===== src/sv/eqrm_pkg.sv =====
`timescale 1ns / 1ps
// ----------------------------------------------------------------------------
// eqrm_pkg
// Shared types, constants and the multiply-accumulate program for the
// Euler/quaternion to rotation matrix block.
// ----------------------------------------------------------------------------
package eqrm_pkg;

  localparam int CORDIC_STEPS_DEF    = 16;
  localparam int COMPONENT_WIDTH_DEF = 16;

  localparam int ANG_W        = 16;
  localparam int SC_W         = 18;
  localparam int PAIR_W       = 36;
  localparam int CZ_W         = 34;
  localparam int ATAN_ENTRIES = 24;
  localparam int ATAN_IDX_W   = 5;
  localparam int PC_W         = 5;
  localparam int QUAT_SHIFT   = 34;
  localparam int MAT_SHIFT    = 14;
  localparam int ANG_SHIFT    = 17;
  localparam int SC_SHIFT     = 14;

  localparam logic [PC_W-1:0] PC_EULER_START = 5'd0;
  localparam logic [PC_W-1:0] PC_MAT_START   = 5'd12;
  localparam logic [PC_W-1:0] PC_LAST        = 5'd29;

  localparam logic signed [CZ_W-1:0] CORDIC_K    = 34'sd652032874;
  localparam logic signed [CZ_W-1:0] PI_Q30      = 34'sd3373259426;
  localparam logic signed [CZ_W-1:0] HALF_PI_Q30 = 34'sd1686629713;

  typedef enum logic [1:0] {
    CMD_LOAD_QUAT  = 2'd0,
    CMD_LOAD_EULER = 2'd1,
    CMD_REPORT     = 2'd2
  } cmd_t;

  typedef struct packed {
    logic [1:0]         cmd;
    logic signed [15:0] quat_x;
    logic signed [15:0] quat_y;
    logic signed [15:0] quat_z;
    logic signed [15:0] quat_w;
    logic signed [15:0] yaw;
    logic signed [15:0] pitch;
    logic signed [15:0] roll;
  } in_beat_t;

  typedef struct packed {
    logic [1:0]         column;
    logic signed [15:0] elem_row0;
    logic signed [15:0] elem_row1;
    logic signed [15:0] elem_row2;
    logic signed [15:0] out_x;
    logic signed [15:0] out_y;
    logic signed [15:0] out_z;
    logic signed [15:0] out_w;
    logic               last;
  } out_beat_t;

  typedef enum logic [3:0] {
    A_P0, A_P1, A_P2, A_P3, A_CP, A_SP, A_QX, A_QY, A_QZ, A_QW
  } a_sel_t;

  typedef enum logic [2:0] {
    B_CY, B_SY, B_CR, B_SR, B_QX, B_QY, B_QZ, B_QW
  } b_sel_t;

  typedef enum logic [1:0] {
    K_PAIR, K_QUAT, K_MAT
  } kind_t;

  typedef struct packed {
    a_sel_t     a;
    b_sel_t     b;
    kind_t      kind;
    logic       first;
    logic       last;
    logic       sub;
    logic       dbl;
    logic       one;
    logic [3:0] dest;
  } mac_op_t;

  typedef struct packed {
    logic       valid;
    kind_t      kind;
    logic [3:0] dest;
  } mac_wr_t;

  function automatic logic signed [CZ_W-1:0] atan_q30(input logic [ATAN_IDX_W-1:0] idx);
    logic signed [CZ_W-1:0] r;
    unique case (idx)
      5'd0:    r = 34'sd843314856;
      5'd1:    r = 34'sd497837829;
      5'd2:    r = 34'sd263043836;
      5'd3:    r = 34'sd133525158;
      5'd4:    r = 34'sd67021686;
      5'd5:    r = 34'sd33543515;
      5'd6:    r = 34'sd16775850;
      5'd7:    r = 34'sd8388437;
      5'd8:    r = 34'sd4194282;
      5'd9:    r = 34'sd2097149;
      5'd10:   r = 34'sd1048575;
      5'd11:   r = 34'sd524287;
      5'd12:   r = 34'sd262143;
      5'd13:   r = 34'sd131071;
      5'd14:   r = 34'sd65535;
      5'd15:   r = 34'sd32767;
      5'd16:   r = 34'sd16383;
      5'd17:   r = 34'sd8191;
      5'd18:   r = 34'sd4095;
      5'd19:   r = 34'sd2047;
      5'd20:   r = 34'sd1023;
      5'd21:   r = 34'sd511;
      5'd22:   r = 34'sd255;
      5'd23:   r = 34'sd127;
      default: r = '0;
    endcase
    return r;
  endfunction

  function automatic mac_op_t mk(input a_sel_t a, input b_sel_t b, input kind_t k,
                                 input logic first, input logic last, input logic sub,
                                 input logic dbl, input logic one, input logic [3:0] dest);
    mac_op_t r;
    r.a     = a;
    r.b     = b;
    r.kind  = k;
    r.first = first;
    r.last  = last;
    r.sub   = sub;
    r.dbl   = dbl;
    r.one   = one;
    r.dest  = dest;
    return r;
  endfunction

  // pair products, quaternion terms, then matrix entries in column-major order
  function automatic mac_op_t prog_op(input logic [PC_W-1:0] pc);
    mac_op_t r;
    unique case (pc)
      5'd0:    r = mk(A_CP, B_CY, K_PAIR, 1'b1, 1'b1, 1'b0, 1'b0, 1'b0, 4'd0);
      5'd1:    r = mk(A_SP, B_SY, K_PAIR, 1'b1, 1'b1, 1'b0, 1'b0, 1'b0, 4'd1);
      5'd2:    r = mk(A_SP, B_CY, K_PAIR, 1'b1, 1'b1, 1'b0, 1'b0, 1'b0, 4'd2);
      5'd3:    r = mk(A_CP, B_SY, K_PAIR, 1'b1, 1'b1, 1'b0, 1'b0, 1'b0, 4'd3);
      5'd4:    r = mk(A_P0, B_CR, K_QUAT, 1'b1, 1'b0, 1'b0, 1'b0, 1'b0, 4'd3);
      5'd5:    r = mk(A_P1, B_SR, K_QUAT, 1'b0, 1'b1, 1'b0, 1'b0, 1'b0, 4'd3);
      5'd6:    r = mk(A_P0, B_SR, K_QUAT, 1'b1, 1'b0, 1'b0, 1'b0, 1'b0, 4'd0);
      5'd7:    r = mk(A_P1, B_CR, K_QUAT, 1'b0, 1'b1, 1'b1, 1'b0, 1'b0, 4'd0);
      5'd8:    r = mk(A_P2, B_CR, K_QUAT, 1'b1, 1'b0, 1'b0, 1'b0, 1'b0, 4'd1);
      5'd9:    r = mk(A_P3, B_SR, K_QUAT, 1'b0, 1'b1, 1'b0, 1'b0, 1'b0, 4'd1);
      5'd10:   r = mk(A_P3, B_CR, K_QUAT, 1'b1, 1'b0, 1'b0, 1'b0, 1'b0, 4'd2);
      5'd11:   r = mk(A_P2, B_SR, K_QUAT, 1'b0, 1'b1, 1'b1, 1'b0, 1'b0, 4'd2);
      5'd12:   r = mk(A_QY, B_QY, K_MAT, 1'b1, 1'b0, 1'b1, 1'b1, 1'b1, 4'd0);
      5'd13:   r = mk(A_QZ, B_QZ, K_MAT, 1'b0, 1'b1, 1'b1, 1'b1, 1'b0, 4'd0);
      5'd14:   r = mk(A_QX, B_QY, K_MAT, 1'b1, 1'b0, 1'b0, 1'b1, 1'b0, 4'd1);
      5'd15:   r = mk(A_QZ, B_QW, K_MAT, 1'b0, 1'b1, 1'b0, 1'b1, 1'b0, 4'd1);
      5'd16:   r = mk(A_QX, B_QZ, K_MAT, 1'b1, 1'b0, 1'b0, 1'b1, 1'b0, 4'd2);
      5'd17:   r = mk(A_QY, B_QW, K_MAT, 1'b0, 1'b1, 1'b1, 1'b1, 1'b0, 4'd2);
      5'd18:   r = mk(A_QX, B_QY, K_MAT, 1'b1, 1'b0, 1'b0, 1'b1, 1'b0, 4'd3);
      5'd19:   r = mk(A_QZ, B_QW, K_MAT, 1'b0, 1'b1, 1'b1, 1'b1, 1'b0, 4'd3);
      5'd20:   r = mk(A_QX, B_QX, K_MAT, 1'b1, 1'b0, 1'b1, 1'b1, 1'b1, 4'd4);
      5'd21:   r = mk(A_QZ, B_QZ, K_MAT, 1'b0, 1'b1, 1'b1, 1'b1, 1'b0, 4'd4);
      5'd22:   r = mk(A_QY, B_QZ, K_MAT, 1'b1, 1'b0, 1'b0, 1'b1, 1'b0, 4'd5);
      5'd23:   r = mk(A_QX, B_QW, K_MAT, 1'b0, 1'b1, 1'b0, 1'b1, 1'b0, 4'd5);
      5'd24:   r = mk(A_QX, B_QZ, K_MAT, 1'b1, 1'b0, 1'b0, 1'b1, 1'b0, 4'd6);
      5'd25:   r = mk(A_QY, B_QW, K_MAT, 1'b0, 1'b1, 1'b0, 1'b1, 1'b0, 4'd6);
      5'd26:   r = mk(A_QY, B_QZ, K_MAT, 1'b1, 1'b0, 1'b0, 1'b1, 1'b0, 4'd7);
      5'd27:   r = mk(A_QX, B_QW, K_MAT, 1'b0, 1'b1, 1'b1, 1'b1, 1'b0, 4'd7);
      5'd28:   r = mk(A_QX, B_QX, K_MAT, 1'b1, 1'b0, 1'b1, 1'b1, 1'b1, 4'd8);
      5'd29:   r = mk(A_QY, B_QY, K_MAT, 1'b0, 1'b1, 1'b1, 1'b1, 1'b0, 4'd8);
      default: r = mk(A_P0, B_CY, K_PAIR, 1'b0, 1'b0, 1'b0, 1'b0, 1'b0, 4'd0);
    endcase
    return r;
  endfunction

endpackage


===== src/sv/eqrm_cordic.sv =====
`timescale 1ns / 1ps
// ----------------------------------------------------------------------------
// eqrm_cordic
// Rotation-mode CORDIC, one micro-rotation per cycle, giving sine and cosine
// of half a Q4.12 angle, rounded to Q16.
// ----------------------------------------------------------------------------
module eqrm_cordic #(
  parameter int STEPS = eqrm_pkg::CORDIC_STEPS_DEF
) (
  input  logic                              clk,
  input  logic                              rst,
  input  logic                              start,
  input  logic signed [eqrm_pkg::ANG_W-1:0] angle,
  output logic                              done,
  output logic signed [eqrm_pkg::SC_W-1:0]  sin_val,
  output logic signed [eqrm_pkg::SC_W-1:0]  cos_val
);

  localparam int CZ_W   = eqrm_pkg::CZ_W;
  localparam int STEP_W = $clog2(STEPS);

  typedef enum logic [2:0] {
    C_IDLE = 3'b001,
    C_ROT  = 3'b010,
    C_FIN  = 3'b100
  } cst_t;

  cst_t                   st;
  logic [STEP_W-1:0]      cnt;
  logic signed [CZ_W-1:0] x, y, z;
  logic                   flip;

  logic signed [CZ_W-1:0] z0, z0_fold, dx, dy, at, xr, yr;

  always_comb begin
    z0 = CZ_W'(angle) <<< eqrm_pkg::ANG_SHIFT;
    if (z0 > eqrm_pkg::HALF_PI_Q30) begin
      z0_fold = z0 - eqrm_pkg::PI_Q30;
    end else if (z0 < -eqrm_pkg::HALF_PI_Q30) begin
      z0_fold = z0 + eqrm_pkg::PI_Q30;
    end else begin
      z0_fold = z0;
    end
    dx = y >>> cnt;
    dy = x >>> cnt;
    at = eqrm_pkg::atan_q30(eqrm_pkg::ATAN_IDX_W'(cnt));
    xr = (x + CZ_W'(64'sd8192)) >>> eqrm_pkg::SC_SHIFT;
    yr = (y + CZ_W'(64'sd8192)) >>> eqrm_pkg::SC_SHIFT;
  end

  always_ff @(posedge clk) begin
    if (rst) begin
      st   <= C_IDLE;
      done <= 1'b0;
      cnt  <= '0;
    end else begin
      done <= (st == C_FIN);
      unique case (st)
        C_IDLE: begin
          if (start) begin
            cnt <= '0;
            st  <= C_ROT;
          end
        end
        C_ROT: begin
          if (cnt == STEP_W'(STEPS - 1)) begin
            st <= C_FIN;
          end else begin
            cnt <= cnt + STEP_W'(1);
          end
        end
        C_FIN: begin
          st <= C_IDLE;
        end
        default: st <= C_IDLE;
      endcase
    end
  end

  always_ff @(posedge clk) begin
    if (st == C_IDLE && start) begin
      x    <= eqrm_pkg::CORDIC_K;
      y    <= '0;
      z    <= z0_fold;
      flip <= (z0 > eqrm_pkg::HALF_PI_Q30) || (z0 < -eqrm_pkg::HALF_PI_Q30);
    end else if (st == C_ROT) begin
      if (!z[CZ_W-1]) begin
        x <= x - dx;
        y <= y + dy;
        z <= z - at;
      end else begin
        x <= x + dx;
        y <= y - dy;
        z <= z + at;
      end
    end
    if (st == C_FIN) begin
      cos_val <= flip ? -xr[eqrm_pkg::SC_W-1:0] : xr[eqrm_pkg::SC_W-1:0];
      sin_val <= flip ? -yr[eqrm_pkg::SC_W-1:0] : yr[eqrm_pkg::SC_W-1:0];
    end
  end

endmodule


===== src/sv/eqrm_mac.sv =====
`timescale 1ns / 1ps
// ----------------------------------------------------------------------------
// eqrm_mac
// Shared multiplier with registered product and an accumulator that rounds
// and saturates the finished sum.
// ----------------------------------------------------------------------------
module eqrm_mac #(
  parameter int CW = eqrm_pkg::COMPONENT_WIDTH_DEF
) (
  input  logic                                clk,
  input  logic                                rst,
  input  logic                                issue,
  input  eqrm_pkg::mac_op_t                   op,
  input  logic signed [((CW > eqrm_pkg::PAIR_W) ? CW : eqrm_pkg::PAIR_W)-1:0] a,
  input  logic signed [((CW > eqrm_pkg::SC_W) ? CW : eqrm_pkg::SC_W)-1:0]     b,
  output eqrm_pkg::mac_wr_t                   wr,
  output logic signed [CW-1:0]                res,
  output logic signed [eqrm_pkg::PAIR_W-1:0]  pair
);

  localparam int MA    = (CW > eqrm_pkg::PAIR_W) ? CW : eqrm_pkg::PAIR_W;
  localparam int MB    = (CW > eqrm_pkg::SC_W) ? CW : eqrm_pkg::SC_W;
  localparam int ACC_W = MA + MB + 3;

  localparam logic signed [ACC_W-1:0] QUAT_BIAS    = ACC_W'(64'sd8589934592);
  localparam logic signed [ACC_W-1:0] MAT_BIAS     = ACC_W'(64'sd8192);
  localparam logic signed [ACC_W-1:0] MAT_ONE_BIAS = ACC_W'(64'sd268443648);
  localparam logic signed [ACC_W-1:0] SAT_HI = {{(ACC_W-CW+1){1'b0}}, {(CW-1){1'b1}}};
  localparam logic signed [ACC_W-1:0] SAT_LO = ~SAT_HI;

  logic signed [MA+MB-1:0] prod;
  eqrm_pkg::mac_op_t       op_r;
  logic                    v_r;
  logic signed [ACC_W-1:0] acc;
  logic signed [ACC_W-1:0] term, addend, init, base, sum, shifted;

  always_ff @(posedge clk) begin
    if (rst) begin
      v_r <= 1'b0;
    end else begin
      v_r <= issue;
    end
  end

  always_ff @(posedge clk) begin
    op_r <= op;
    prod <= a * b;
    if (v_r) begin
      acc <= sum;
    end
  end

  always_comb begin
    term = ACC_W'(prod);
    if (op_r.dbl) begin
      term = term <<< 1;
    end
    addend = op_r.sub ? -term : term;
    if (op_r.kind == eqrm_pkg::K_QUAT) begin
      init = QUAT_BIAS;
    end else begin
      init = op_r.one ? MAT_ONE_BIAS : MAT_BIAS;
    end
    base = op_r.first ? init : acc;
    sum  = base + addend;
    if (op_r.kind == eqrm_pkg::K_QUAT) begin
      shifted = sum >>> eqrm_pkg::QUAT_SHIFT;
    end else begin
      shifted = sum >>> eqrm_pkg::MAT_SHIFT;
    end
    if (shifted > SAT_HI) begin
      res = SAT_HI[CW-1:0];
    end else if (shifted < SAT_LO) begin
      res = SAT_LO[CW-1:0];
    end else begin
      res = shifted[CW-1:0];
    end
    pair     = prod[eqrm_pkg::PAIR_W-1:0];
    wr.valid = v_r && op_r.last;
    wr.kind  = op_r.kind;
    wr.dest  = op_r.dest;
  end

endmodule


===== src/sv/euler_quaternion_rotation_matrix.sv =====
`timescale 1ns / 1ps
// ----------------------------------------------------------------------------
// euler_quaternion_rotation_matrix
// Holds an orientation quaternion, loads it directly or from ZYX Euler angles
// and emits the 3x3 rotation matrix one column per beat.
//
//   channel  dir  handshake            payload
//   in       in   in_valid/in_ready    eqrm_pkg::in_beat_t
//   out      out  out_valid/out_ready  eqrm_pkg::out_beat_t
//
// load-quaternion and report commands: run the matrix program, drain, then three beats
// euler command: first runs the half-angle CORDIC on yaw, pitch and roll in turn,
// then the pair and quaternion products, ahead of the matrix program
// all products go through one multiplier; in_ready is low until the last beat
// a stalled out beat holds the sequencer; reset restores the identity quaternion
// ----------------------------------------------------------------------------
module euler_quaternion_rotation_matrix #(
  parameter int CORDIC_STEPS    = eqrm_pkg::CORDIC_STEPS_DEF,
  parameter int COMPONENT_WIDTH = eqrm_pkg::COMPONENT_WIDTH_DEF
) (
  input  logic                clk,
  input  logic                rst,
  input  logic                in_valid,
  output logic                in_ready,
  input  eqrm_pkg::in_beat_t  in_data,
  output logic                out_valid,
  input  logic                out_ready,
  output eqrm_pkg::out_beat_t out_data
);

  localparam int CW = COMPONENT_WIDTH;
  localparam int MA = (CW > eqrm_pkg::PAIR_W) ? CW : eqrm_pkg::PAIR_W;
  localparam int MB = (CW > eqrm_pkg::SC_W) ? CW : eqrm_pkg::SC_W;

  localparam logic [1:0] ANG_YAW   = 2'd0;
  localparam logic [1:0] ANG_PITCH = 2'd1;
  localparam logic [1:0] ANG_ROLL  = 2'd2;
  localparam logic [1:0] COL_LAST  = 2'd2;

  typedef enum logic [5:0] {
    S_IDLE  = 6'b000001,
    S_ANG   = 6'b000010,
    S_WAIT  = 6'b000100,
    S_RUN   = 6'b001000,
    S_DRAIN = 6'b010000,
    S_EMIT  = 6'b100000
  } state_t;

  function automatic logic signed [CW-1:0] sat16(input logic signed [15:0] v);
    logic signed [32:0] e, hi, lo;
    logic signed [CW-1:0] r;
    e  = 33'(v);
    hi = (33'sd1 <<< (CW - 1)) - 33'sd1;
    lo = -hi - 33'sd1;
    if (e > hi) begin
      r = hi[CW-1:0];
    end else if (e < lo) begin
      r = lo[CW-1:0];
    end else begin
      r = e[CW-1:0];
    end
    return r;
  endfunction

  function automatic logic signed [15:0] low16(input logic signed [CW-1:0] v);
    logic signed [CW+15:0] e;
    e = {{16{v[CW-1]}}, v};
    return e[15:0];
  endfunction

  state_t                   state;
  logic [eqrm_pkg::PC_W-1:0] pc;
  logic [1:0]               col;
  logic [1:0]               ang_idx;
  logic signed [CW-1:0]     q [0:3];

  eqrm_pkg::in_beat_t                 in_reg;
  logic signed [eqrm_pkg::SC_W-1:0]   s_ang [0:2];
  logic signed [eqrm_pkg::SC_W-1:0]   c_ang [0:2];
  logic signed [eqrm_pkg::PAIR_W-1:0] p [0:3];
  logic signed [CW-1:0]               m [0:8];

  logic                               cordic_start, cordic_done;
  logic signed [eqrm_pkg::ANG_W-1:0]  cordic_angle;
  logic signed [eqrm_pkg::SC_W-1:0]   cordic_sin, cordic_cos;

  eqrm_pkg::mac_op_t                  op;
  eqrm_pkg::mac_wr_t                  wr;
  logic signed [MA-1:0]               mac_a;
  logic signed [MB-1:0]               mac_b;
  logic signed [CW-1:0]               mac_res;
  logic signed [eqrm_pkg::PAIR_W-1:0] mac_pair;
  logic                               issue;

  assign in_ready     = (state == S_IDLE);
  assign out_valid    = (state == S_EMIT);
  assign cordic_start = (state == S_ANG);
  assign issue        = (state == S_RUN);

  always_comb begin
    unique case (ang_idx)
      ANG_YAW:   cordic_angle = in_reg.yaw;
      ANG_PITCH: cordic_angle = in_reg.pitch;
      ANG_ROLL:  cordic_angle = in_reg.roll;
      default:   cordic_angle = in_reg.roll;
    endcase
  end

  eqrm_cordic #(
    .STEPS(CORDIC_STEPS)
  ) u_cordic (
    .clk     (clk),
    .rst     (rst),
    .start   (cordic_start),
    .angle   (cordic_angle),
    .done    (cordic_done),
    .sin_val (cordic_sin),
    .cos_val (cordic_cos)
  );

  always_comb begin
    op = eqrm_pkg::prog_op(pc);
    unique case (op.a)
      eqrm_pkg::A_P0: mac_a = MA'(p[0]);
      eqrm_pkg::A_P1: mac_a = MA'(p[1]);
      eqrm_pkg::A_P2: mac_a = MA'(p[2]);
      eqrm_pkg::A_P3: mac_a = MA'(p[3]);
      eqrm_pkg::A_CP: mac_a = MA'(c_ang[1]);
      eqrm_pkg::A_SP: mac_a = MA'(s_ang[1]);
      eqrm_pkg::A_QX: mac_a = MA'(q[0]);
      eqrm_pkg::A_QY: mac_a = MA'(q[1]);
      eqrm_pkg::A_QZ: mac_a = MA'(q[2]);
      eqrm_pkg::A_QW: mac_a = MA'(q[3]);
      default:        mac_a = '0;
    endcase
    unique case (op.b)
      eqrm_pkg::B_CY: mac_b = MB'(c_ang[0]);
      eqrm_pkg::B_SY: mac_b = MB'(s_ang[0]);
      eqrm_pkg::B_CR: mac_b = MB'(c_ang[2]);
      eqrm_pkg::B_SR: mac_b = MB'(s_ang[2]);
      eqrm_pkg::B_QX: mac_b = MB'(q[0]);
      eqrm_pkg::B_QY: mac_b = MB'(q[1]);
      eqrm_pkg::B_QZ: mac_b = MB'(q[2]);
      eqrm_pkg::B_QW: mac_b = MB'(q[3]);
      default:        mac_b = '0;
    endcase
  end

  eqrm_mac #(
    .CW(CW)
  ) u_mac (
    .clk   (clk),
    .rst   (rst),
    .issue (issue),
    .op    (op),
    .a     (mac_a),
    .b     (mac_b),
    .wr    (wr),
    .res   (mac_res),
    .pair  (mac_pair)
  );

  always_ff @(posedge clk) begin
    if (rst) begin
      state   <= S_IDLE;
      pc      <= '0;
      col     <= '0;
      ang_idx <= ANG_YAW;
      q[0]    <= '0;
      q[1]    <= '0;
      q[2]    <= '0;
      q[3]    <= sat16(16'sd16384);
    end else begin
      unique case (state)
        S_IDLE: begin
          if (in_valid) begin
            unique case (in_data.cmd)
              eqrm_pkg::CMD_LOAD_QUAT: begin
                q[0]  <= sat16(in_data.quat_x);
                q[1]  <= sat16(in_data.quat_y);
                q[2]  <= sat16(in_data.quat_z);
                q[3]  <= sat16(in_data.quat_w);
                pc    <= eqrm_pkg::PC_MAT_START;
                state <= S_RUN;
              end
              eqrm_pkg::CMD_LOAD_EULER: begin
                ang_idx <= ANG_YAW;
                state   <= S_ANG;
              end
              default: begin
                pc    <= eqrm_pkg::PC_MAT_START;
                state <= S_RUN;
              end
            endcase
          end
        end
        S_ANG: state <= S_WAIT;
        S_WAIT: begin
          if (cordic_done) begin
            if (ang_idx == ANG_ROLL) begin
              pc    <= eqrm_pkg::PC_EULER_START;
              state <= S_RUN;
            end else begin
              ang_idx <= ang_idx + 2'd1;
              state   <= S_ANG;
            end
          end
        end
        S_RUN: begin
          if (pc == eqrm_pkg::PC_LAST) begin
            state <= S_DRAIN;
          end else begin
            pc <= pc + eqrm_pkg::PC_W'(1);
          end
        end
        S_DRAIN: begin
          col   <= '0;
          state <= S_EMIT;
        end
        S_EMIT: begin
          if (out_ready) begin
            if (col == COL_LAST) begin
              state <= S_IDLE;
            end else begin
              col <= col + 2'd1;
            end
          end
        end
        default: state <= S_IDLE;
      endcase
      if (wr.valid && wr.kind == eqrm_pkg::K_QUAT) begin
        q[wr.dest[1:0]] <= mac_res;
      end
    end
  end

  always_ff @(posedge clk) begin
    if (in_valid && in_ready) begin
      in_reg <= in_data;
    end
    if (state == S_WAIT && cordic_done) begin
      s_ang[ang_idx] <= cordic_sin;
      c_ang[ang_idx] <= cordic_cos;
    end
    if (wr.valid && wr.kind == eqrm_pkg::K_PAIR) begin
      p[wr.dest[1:0]] <= mac_pair;
    end
    if (wr.valid && wr.kind == eqrm_pkg::K_MAT) begin
      m[wr.dest] <= mac_res;
    end
    // shift the next column into place after each beat
    if (out_valid && out_ready) begin
      m[0] <= m[3];
      m[1] <= m[4];
      m[2] <= m[5];
      m[3] <= m[6];
      m[4] <= m[7];
      m[5] <= m[8];
    end
  end

  always_comb begin
    out_data.column    = col;
    out_data.elem_row0 = low16(m[0]);
    out_data.elem_row1 = low16(m[1]);
    out_data.elem_row2 = low16(m[2]);
    out_data.out_x     = low16(q[0]);
    out_data.out_y     = low16(q[1]);
    out_data.out_z     = low16(q[2]);
    out_data.out_w     = low16(q[3]);
    out_data.last      = (col == COL_LAST);
  end

`ifndef NO_ASSERTIONS
  a_no_accept_while_emit: assert property (@(posedge clk) disable iff (rst)
    out_valid |-> !in_ready) else $error("input ready while a column beat is pending");

  a_ready_after_last: assert property (@(posedge clk) disable iff (rst)
    (out_valid && out_ready && out_data.last) |=> in_ready)
    else $error("block not ready after last column beat");

  a_cordic_done_in_wait: assert property (@(posedge clk) disable iff (rst)
    cordic_done |-> (state == S_WAIT)) else $error("cordic result outside wait state");

  a_mac_write_in_run: assert property (@(posedge clk) disable iff (rst)
    wr.valid |-> (state == S_RUN || state == S_DRAIN))
    else $error("multiply-accumulate write outside run");
`endif

endmodule

===== config.mk =====
export PLATFORM = sky130hd
export DESIGN_NAME = euler_quaternion_rotation_matrix
export DESIGN_NICKNAME = d
export VERILOG_FILES = /design/src/sv/eqrm_pkg.sv /design/src/sv/eqrm_cordic.sv /design/src/sv/eqrm_mac.sv /design/src/sv/euler_quaternion_rotation_matrix.sv
export SDC_FILE = /design/constraint.sdc
export NUM_CORES = 2
export LEC_CHECK = 0
export ABC_AREA = 1
export BUFFER_PORTS_ARGS = -buffer_cell sky130_fd_sc_hd__buf_2
export CORE_MARGIN = 5
export CORE_UTILIZATION = 65
export DETAILED_ROUTE_END_ITERATION = 8
export GPL_TIMING_DRIVEN = 0
export PLACE_DENSITY = 0.88
export SYNTH_ARGS = -nofsm -noshare
export SYNTH_HDL_FRONTEND = slang
export SYNTH_SLANG_ARGS = --single-unit

===== constraint.sdc =====
create_clock -name clk -period 8.7 [get_ports clk]
set_input_delay 1.305 -clock clk [delete_from_list [all_inputs] [get_ports clk]]
set_output_delay 1.305 -clock clk [all_outputs]
set_load 0.02 [all_outputs]

# Word-level counts from Yosys, hierarchy flattened
# Memory sizes are Yosys's and may differ from the RTL's. A register that Yosys moved wholly into a read port is not among the register bits.
# Cells that the tools add are included.
classes:
  mul: 1
  add_sub_neg: 18
  muxes: 98
  bitwise: 4
  shifts: 2
  order_cmp: 12
  reduce_logical: 25
  n_div: 0
  n_eq_ne: 47
op_table:
  columns: ["cell", "n"]
  rows:
  - ["2-to-1 mux 16 bit", 30]
  - ["case mux 36 bit (10 select lines)", 1]
  - ["2-to-1 mux 34 bit", 7]
  - ["2-to-1 mux 57 bit", 3]
  - ["case mux 18 bit (8 select lines)", 1]
  - ["adder 34 bit", 3]
  - ["subtractor 34 bit", 3]
  - [">>> shifter 34 x 4 -> 34 bit", 2]
  - ["adder 32 x 15 -> 32 bit, second input constant", 2]
  - ["greater-than comparator 16 bit, second input constant", 4]
  - ["less-than comparator 16 bit, second input constant", 4]
  - ["adder 57 bit", 1]
  - ["negator 55 -> 57 bit", 1]
  - ["multiplier 36 x 18 -> 54 bit", 1]
  - ["2-to-1 mux 54 bit", 1]
  - ["greater-than comparator 43 x 16 -> 1 bit, second input constant", 1]
  - ["less-than comparator 43 x 16 -> 1 bit, second input constant", 1]
  - ["2-to-1 mux 42 bit", 1]
  - ["2-to-1 mux 18 bit", 2]
  - ["negator 18 bit", 2]
  - ["case mux 6 bit (6 select lines)", 1]
  - ["2-to-1 mux 5 bit", 7]
  - ["adder 33 x 33 -> 34 bit, second input constant", 1]
  - ["subtractor 33 x 33 -> 34 bit, second input constant", 1]
  - ["other kinds (46)", 126]
word_totals:
  elab_cells: 240
  output_inout_bits: 117
  latchBits: 0
  memories: 7
  input_bits: 118
  romBits: 1056
  ff_bits: 333
  ram_bits: 460
memory_table:
  columns: ["name", "depth", "width", "read_ports", "rd_ports_with_merged_regs", "wr", "line", "source"]
  rows:
  - ["(name not given)", 32, 18, 1, 1, 0, "eqrm_pkg.sv:142", "unique case (pc)"]
  - ["(name not given)", 16, 30, 1, 1, 0, "eqrm_pkg.sv:93", "unique case (idx)"]
  - ["m", 9, 16, 9, 0, 7, "euler_quaternion_rotation_matrix.sv:81", "logic signed [CW-1:0] m [0:8];"]
  - ["p", 4, 36, 4, 0, 1, "euler_quaternion_rotation_matrix.sv:80", "logic signed [eqrm_pkg::PAIR_W-1:0] p [0:3];"]
  - ["q", 4, 16, 4, 0, 5, "euler_quaternion_rotation_matrix.sv:75", "logic signed [CW-1:0] q [0:3];"]
  - ["c_ang", 3, 18, 3, 0, 1, "euler_quaternion_rotation_matrix.sv:79", "logic signed [eqrm_pkg::SC_W-1:0] c_ang [0:2];"]
  - ["1 more memories", null, null, null, null, null, null, null]

# Depth between registers and ports, before layout
logic_depth:
  ltp_word: 8
  depth_mapped: 46

# By module
# A second synthesis with hierarchy kept.
unflattened:
  cells_unflattened: 9598
  area_unflattened_um2: 75281.0
modules_own_cells:
  columns: ["mod", "cells_each", "n_inst", "seq_area_each_um2", "area_each_um2"]
  rows:
  - ["eqrm_mac", 4708, 1, 3032.9, 33776.1]
  - ["euler_quaternion_rotation_matrix", 1868, 1, 15875.2, 22198.8]
  - ["eqrm_cordic", 3022, 1, 4234.1, 19306.0]

# Worst setup path after synthesis
# No wires, ideal clock.
synth_path:
  path_type: "reg-to-reg"
  from: "register op[14] (netlist name)"
  to: "register u_mac.prod[53]"
  arrival_ps: 7521
  period_less_slack_ps: 7593
  slack_ps: 1107
  path_buffers: 3
  stages_incl_launch_ff: 32
  path_cell_list: "dfxtp_1 inv_1 nor2_1 inv_1 nor2_1 clkbuf_1 clkbuf_1 nand2_1 nand4_1 clkbuf_1 nand2_1 fa_1 inv_1 fa_1 fa_1 fa_1 fa_1 inv_1 fa_1 inv_1 ha_1 nand2_1 nor2_1 nand2_1 nor4_1 nand2_1 o211ai_1 a21oi_1 o21ai_0 a21boi_0 o21ai_0 xnor2_1"
synth_between:
  elab_chain_len: 3
synth_lines:
  columns: ["element", "line", "source"]
  rows:
  - ["equality test 4 bit, or another cell as far along", "euler_quaternion_rotation_matrix.sv:123", "unique case (op.a)"]
  - ["case mux 36 bit (10 select lines) (*)", "euler_quaternion_rotation_matrix.sv:123", null]
  - ["multiplier 36 x 18 -> 54 bit (*)", "eqrm_mac.sv:47", "prod <= a * b;"]
  - ["end signal: assignment", "eqrm_mac.sv:47", null]
  - ["end: declaration", "eqrm_mac.sv:31", "logic signed [MA+MB-1:0] prod;"]
# Every way passes the cells marked *; elsewhere a longest branch is shown, timed or not.
# A chain may end at the register's enable or synchronous reset.

# Worst setup path in the final report
layout_path:
  from: "register op[11] (netlist name)"
  to: "register u_mac.prod[51]"
layout_between:
  elab_chain_len: 3
layout_lines:
  columns: ["element", "line", "source"]
  rows:
  - ["equality test 3 bit, or another cell as far along", "euler_quaternion_rotation_matrix.sv:136", "unique case (op.b)"]
  - ["case mux 18 bit (8 select lines) (*)", "euler_quaternion_rotation_matrix.sv:136", null]
  - ["multiplier 36 x 18 -> 54 bit (*)", "eqrm_mac.sv:47", null]
# Marks and branches as above.

==> impl_metrics.py <==
metrics = {
    "critical_path": {
        "cp-endpoint": "u_mac.prod[51]",
        "arrival_ns": 9.40,
        "worstSetupEndpointType": "flop",
        "ff2ff_setup_slack_ns": -0.12,
        "cp.required_ns": 9.28,
        "path_max_fanout": 10,
        "worstSetupStartpoint": "op[11]",
        "path_class": "reg2reg",
        "cp-start-kind": "flop",
        "cp_common_cell": "fa_1",
        "r2r_end": "u_mac.prod[51]",
        "reg2reg_depth": 31,
        "critPathSlowestCell": "a221oi_1",
        "timing.rr.start": "op[11]",
        "crit_path_max_incr_delay_ns": 0.64,
    },
    "clocking": {
        "clkTransAtPathRegs_ns": 0.06,
        "hold_buffers": 0,
        "cts_root_buffer": "clkbuf_16",
        "cts_tree": "yes",
        "cts.sinks": 837,
        "clock_latency_ns": 0.74,
        "numCtsBuffers": 89,
        "htree_levels": 3,
        "clockBufferDepth": 3,
    },
    "synth": {
        "synthTopCellsByArea": "edfxtp_1 (26%), fa_1 (17%), nand2_1 (12%)",
        "yosysMostFrequentCell": "nand2_1",
        "ys_ff_latch": 837,
        "seq_area_frac_synth_pct": 31.52,
        "synth_cells": 9187,
        "syn-num-nets": 10250,
        "ys_types": 64,
        "synth_edf_count": 636,
        "yosysWarnings": 0,
        "synth_flop_cell": "edfxtp_1",
        "synth_top_cells_by_count": "nand2_1 (2263), inv_1 (1715), nor2_1 (882)",
        "yosysTopAreaCell": "edfxtp_1",
        "syn-cell-area_um2": 73350,
        "netlist.area_leader.share_pct": 26.04,
        "async_flop_share_pct": 0,
        "avgSynthCellArea_um2": 7.984,
    },
    "cells_and_area": {
        "multi_input_area_um2": 43180,
        "area_growth_pct": 10.59,
        "final_cells": 11150,
        "nNetsFinal": 10630,
        "n_fill_cell": 8435,
        "drive_gt1_share_pct": 8.066,
        "seq_area_um2": 23130,
        "fin_util_pct": 72.21,
    },
    "worst_hold_path": {
        "hold_path.startpoint": "op[9]",
        "hp-class": "reg2reg",
    },
    "die": {
        "num_rows": 123,
        "die_w_um": 345.9,
        "die_height_um": 345.9,
        "die_area_um2": 119700,
        "ios": 235,
        "core_um2": 112300,
        "start_util_pct": 65.29,
    },
    "placed_design": {
        "placed_cells": 10940,
        "port_buffers": 233,
        "post-place-ws_ns": -2.217,
        "hpwl_mm": 209.4,
        "gp_congestion": 1.057,
    },
    "global_routing": {
        "grt_max_degree": 60,
        "grt_first_pass_wirelength_mm": 396.3,
        "gr-total-overflow": 0,
        "grt_pass1_vias": 66920,
        "antenna_found_initial": 10,
        "gr-usage-all-layers_pct": 43.33,
    },
    "detailed_routing": {
        "routedWlPerCell_um": 23.98,
        "wl_mm": 267.5,
        "drt_pass1_iterations": 9,
        "drt-initial-drc-count": 9331,
        "drc_errors": 7,
        "via_count": 68400,
        "viasPerCell": 6.134,
        "antenna_left": 0,
    },
    "run_status": {
        "status": "complete, but fails checks",
        "violations": "DRC, setup timing",
    },
    "sta": {
        "period_share_pct": 101.4,
        "setup_viol": 7,
        "tightest_slew_ns": 1.416,
        "fin_worst_skew_ns": 0.08975,
        "hold_viol_final": 0,
        "slew_headroom_pct": 4.729,
        "fmax_ghz": 0.1134,
        "period_minus_slack_ns": 8.822,
        "drv_slew": 0,
        "fin_ws_ns": -0.1219,
    },
    "flow_run": {
        "cap_violations": 0,
    },
}
critical path, delay by kind of cell, from the launching register on:
kind	cells	cell delay, ns
adder cells (fa/ha/maj)	7	3.46
AO/OA/AOI/OAI	8	1.90
buffers and inverters	8	1.45
AND/OR/NAND/NOR	7	1.12
flip-flops	1	0.47
XOR/XNOR	1	0.27
cell families after synthesis:
logic type | share of synthesized area, %
buffers and inverters | 10.49
adders and majority gates | 22.43
DFF | 31.52
and+or+nand+nor | 20.83
AOI/OAI and AO/OA | 10.26
xor gates and xnor gates | 4.107
muxes | 0.3548
how the worst min path moves through the flow:
stage | end | slack [ns] | cells after the start
6_report | u_mac.wr[4] | 0.33 | 0
5_1_grt | u_mac.wr[4] | 0.34 | 0
4_1_cts | u_mac.wr[2] | 0.33 | 0
3_5_place_dp | u_mac.op_r[6] | 0.32 | 0
3_3_place_gp | u_mac.wr[3] | 0.31 | 0
2_1_floorplan | u_mac.op_r[4] | 0.31 | 0
cell usage in the layout, fill, tap and decap left out, drive strengths merged, types with 27 or more instances in the layout:
| master | instances |
|---|---|
| xor2 | 232 |
| a21oi | 347 |
| a22o | 57 |
| o21a | 29 |
| o211ai | 34 |
| nor2 | 886 |
| o21ai | 528 |
| inv | 1721 |
| clkbuf | 297 |
| xnor2 | 112 |
| fa | 622 |
| nor4 | 41 |
| buf | 381 |
| a31oi | 57 |
| nand2 | 2312 |
| o22ai | 27 |
| dfxtp | 201 |
| a221oi | 55 |
| nand3 | 276 |
| nor3 | 89 |
| edfxtp | 636 |
| nand4 | 83 |
| clkinv | 52 |
| ha | 320 |
layout make-up:
| class | count | share of cell area, % |
|---|---|---|
| plain buffers | 269 | 1.661 |
| diodes | 6 | 0.01851 |
| clock buffers | 107 | 2.918 |
| clock inverters | 60 | 0.9594 |
| multi-input cells | 6336 | 53.23 |
| repair buffers | 302 | 2.307 |
| inverters | 1735 | 8.081 |
| well taps | 1500 | 2.314 |
| flip-flops and latches | 837 | 28.52 |
metrics by stage:
stage	area, um2	setup TNS, ns	hold WS [ns]
floorplan	73350	0	0.3096
global placement	76390	-49.60	0.3145
detailed placement	76890	-55.75	0.3178
CTS	80600	-0.003644	0.3326
global route	81110	-1.400	0.3403
finish	81120	-0.4585	0.3295
per-layer routing:
layer  vias to the layer above  part of all wire, %  GRT usage [%]  wire [um]
met5                         -                0.059         0.3140        159
met4                        12                  8.6          28.40      23110
met3                      1250                   14          13.07      36160
met2                      5172                   44          66.64     117000
met1                     32060                   34          53.34      91080
li1                      29910                    -              -          -
what timing repair did:
item / 4_1_cts / 5_1_grt
setup endpoints to repair: 42 / 26
resized for setup: 153 / 166
pin swaps: 14 / 8
endpoints found under the hold margin: 0 / 0
setup buffers: 28 / 18
Power is left out: the tool's default activity adds up to more than one toggle a clock period on the data nets, which glitch-free logic cannot reach.
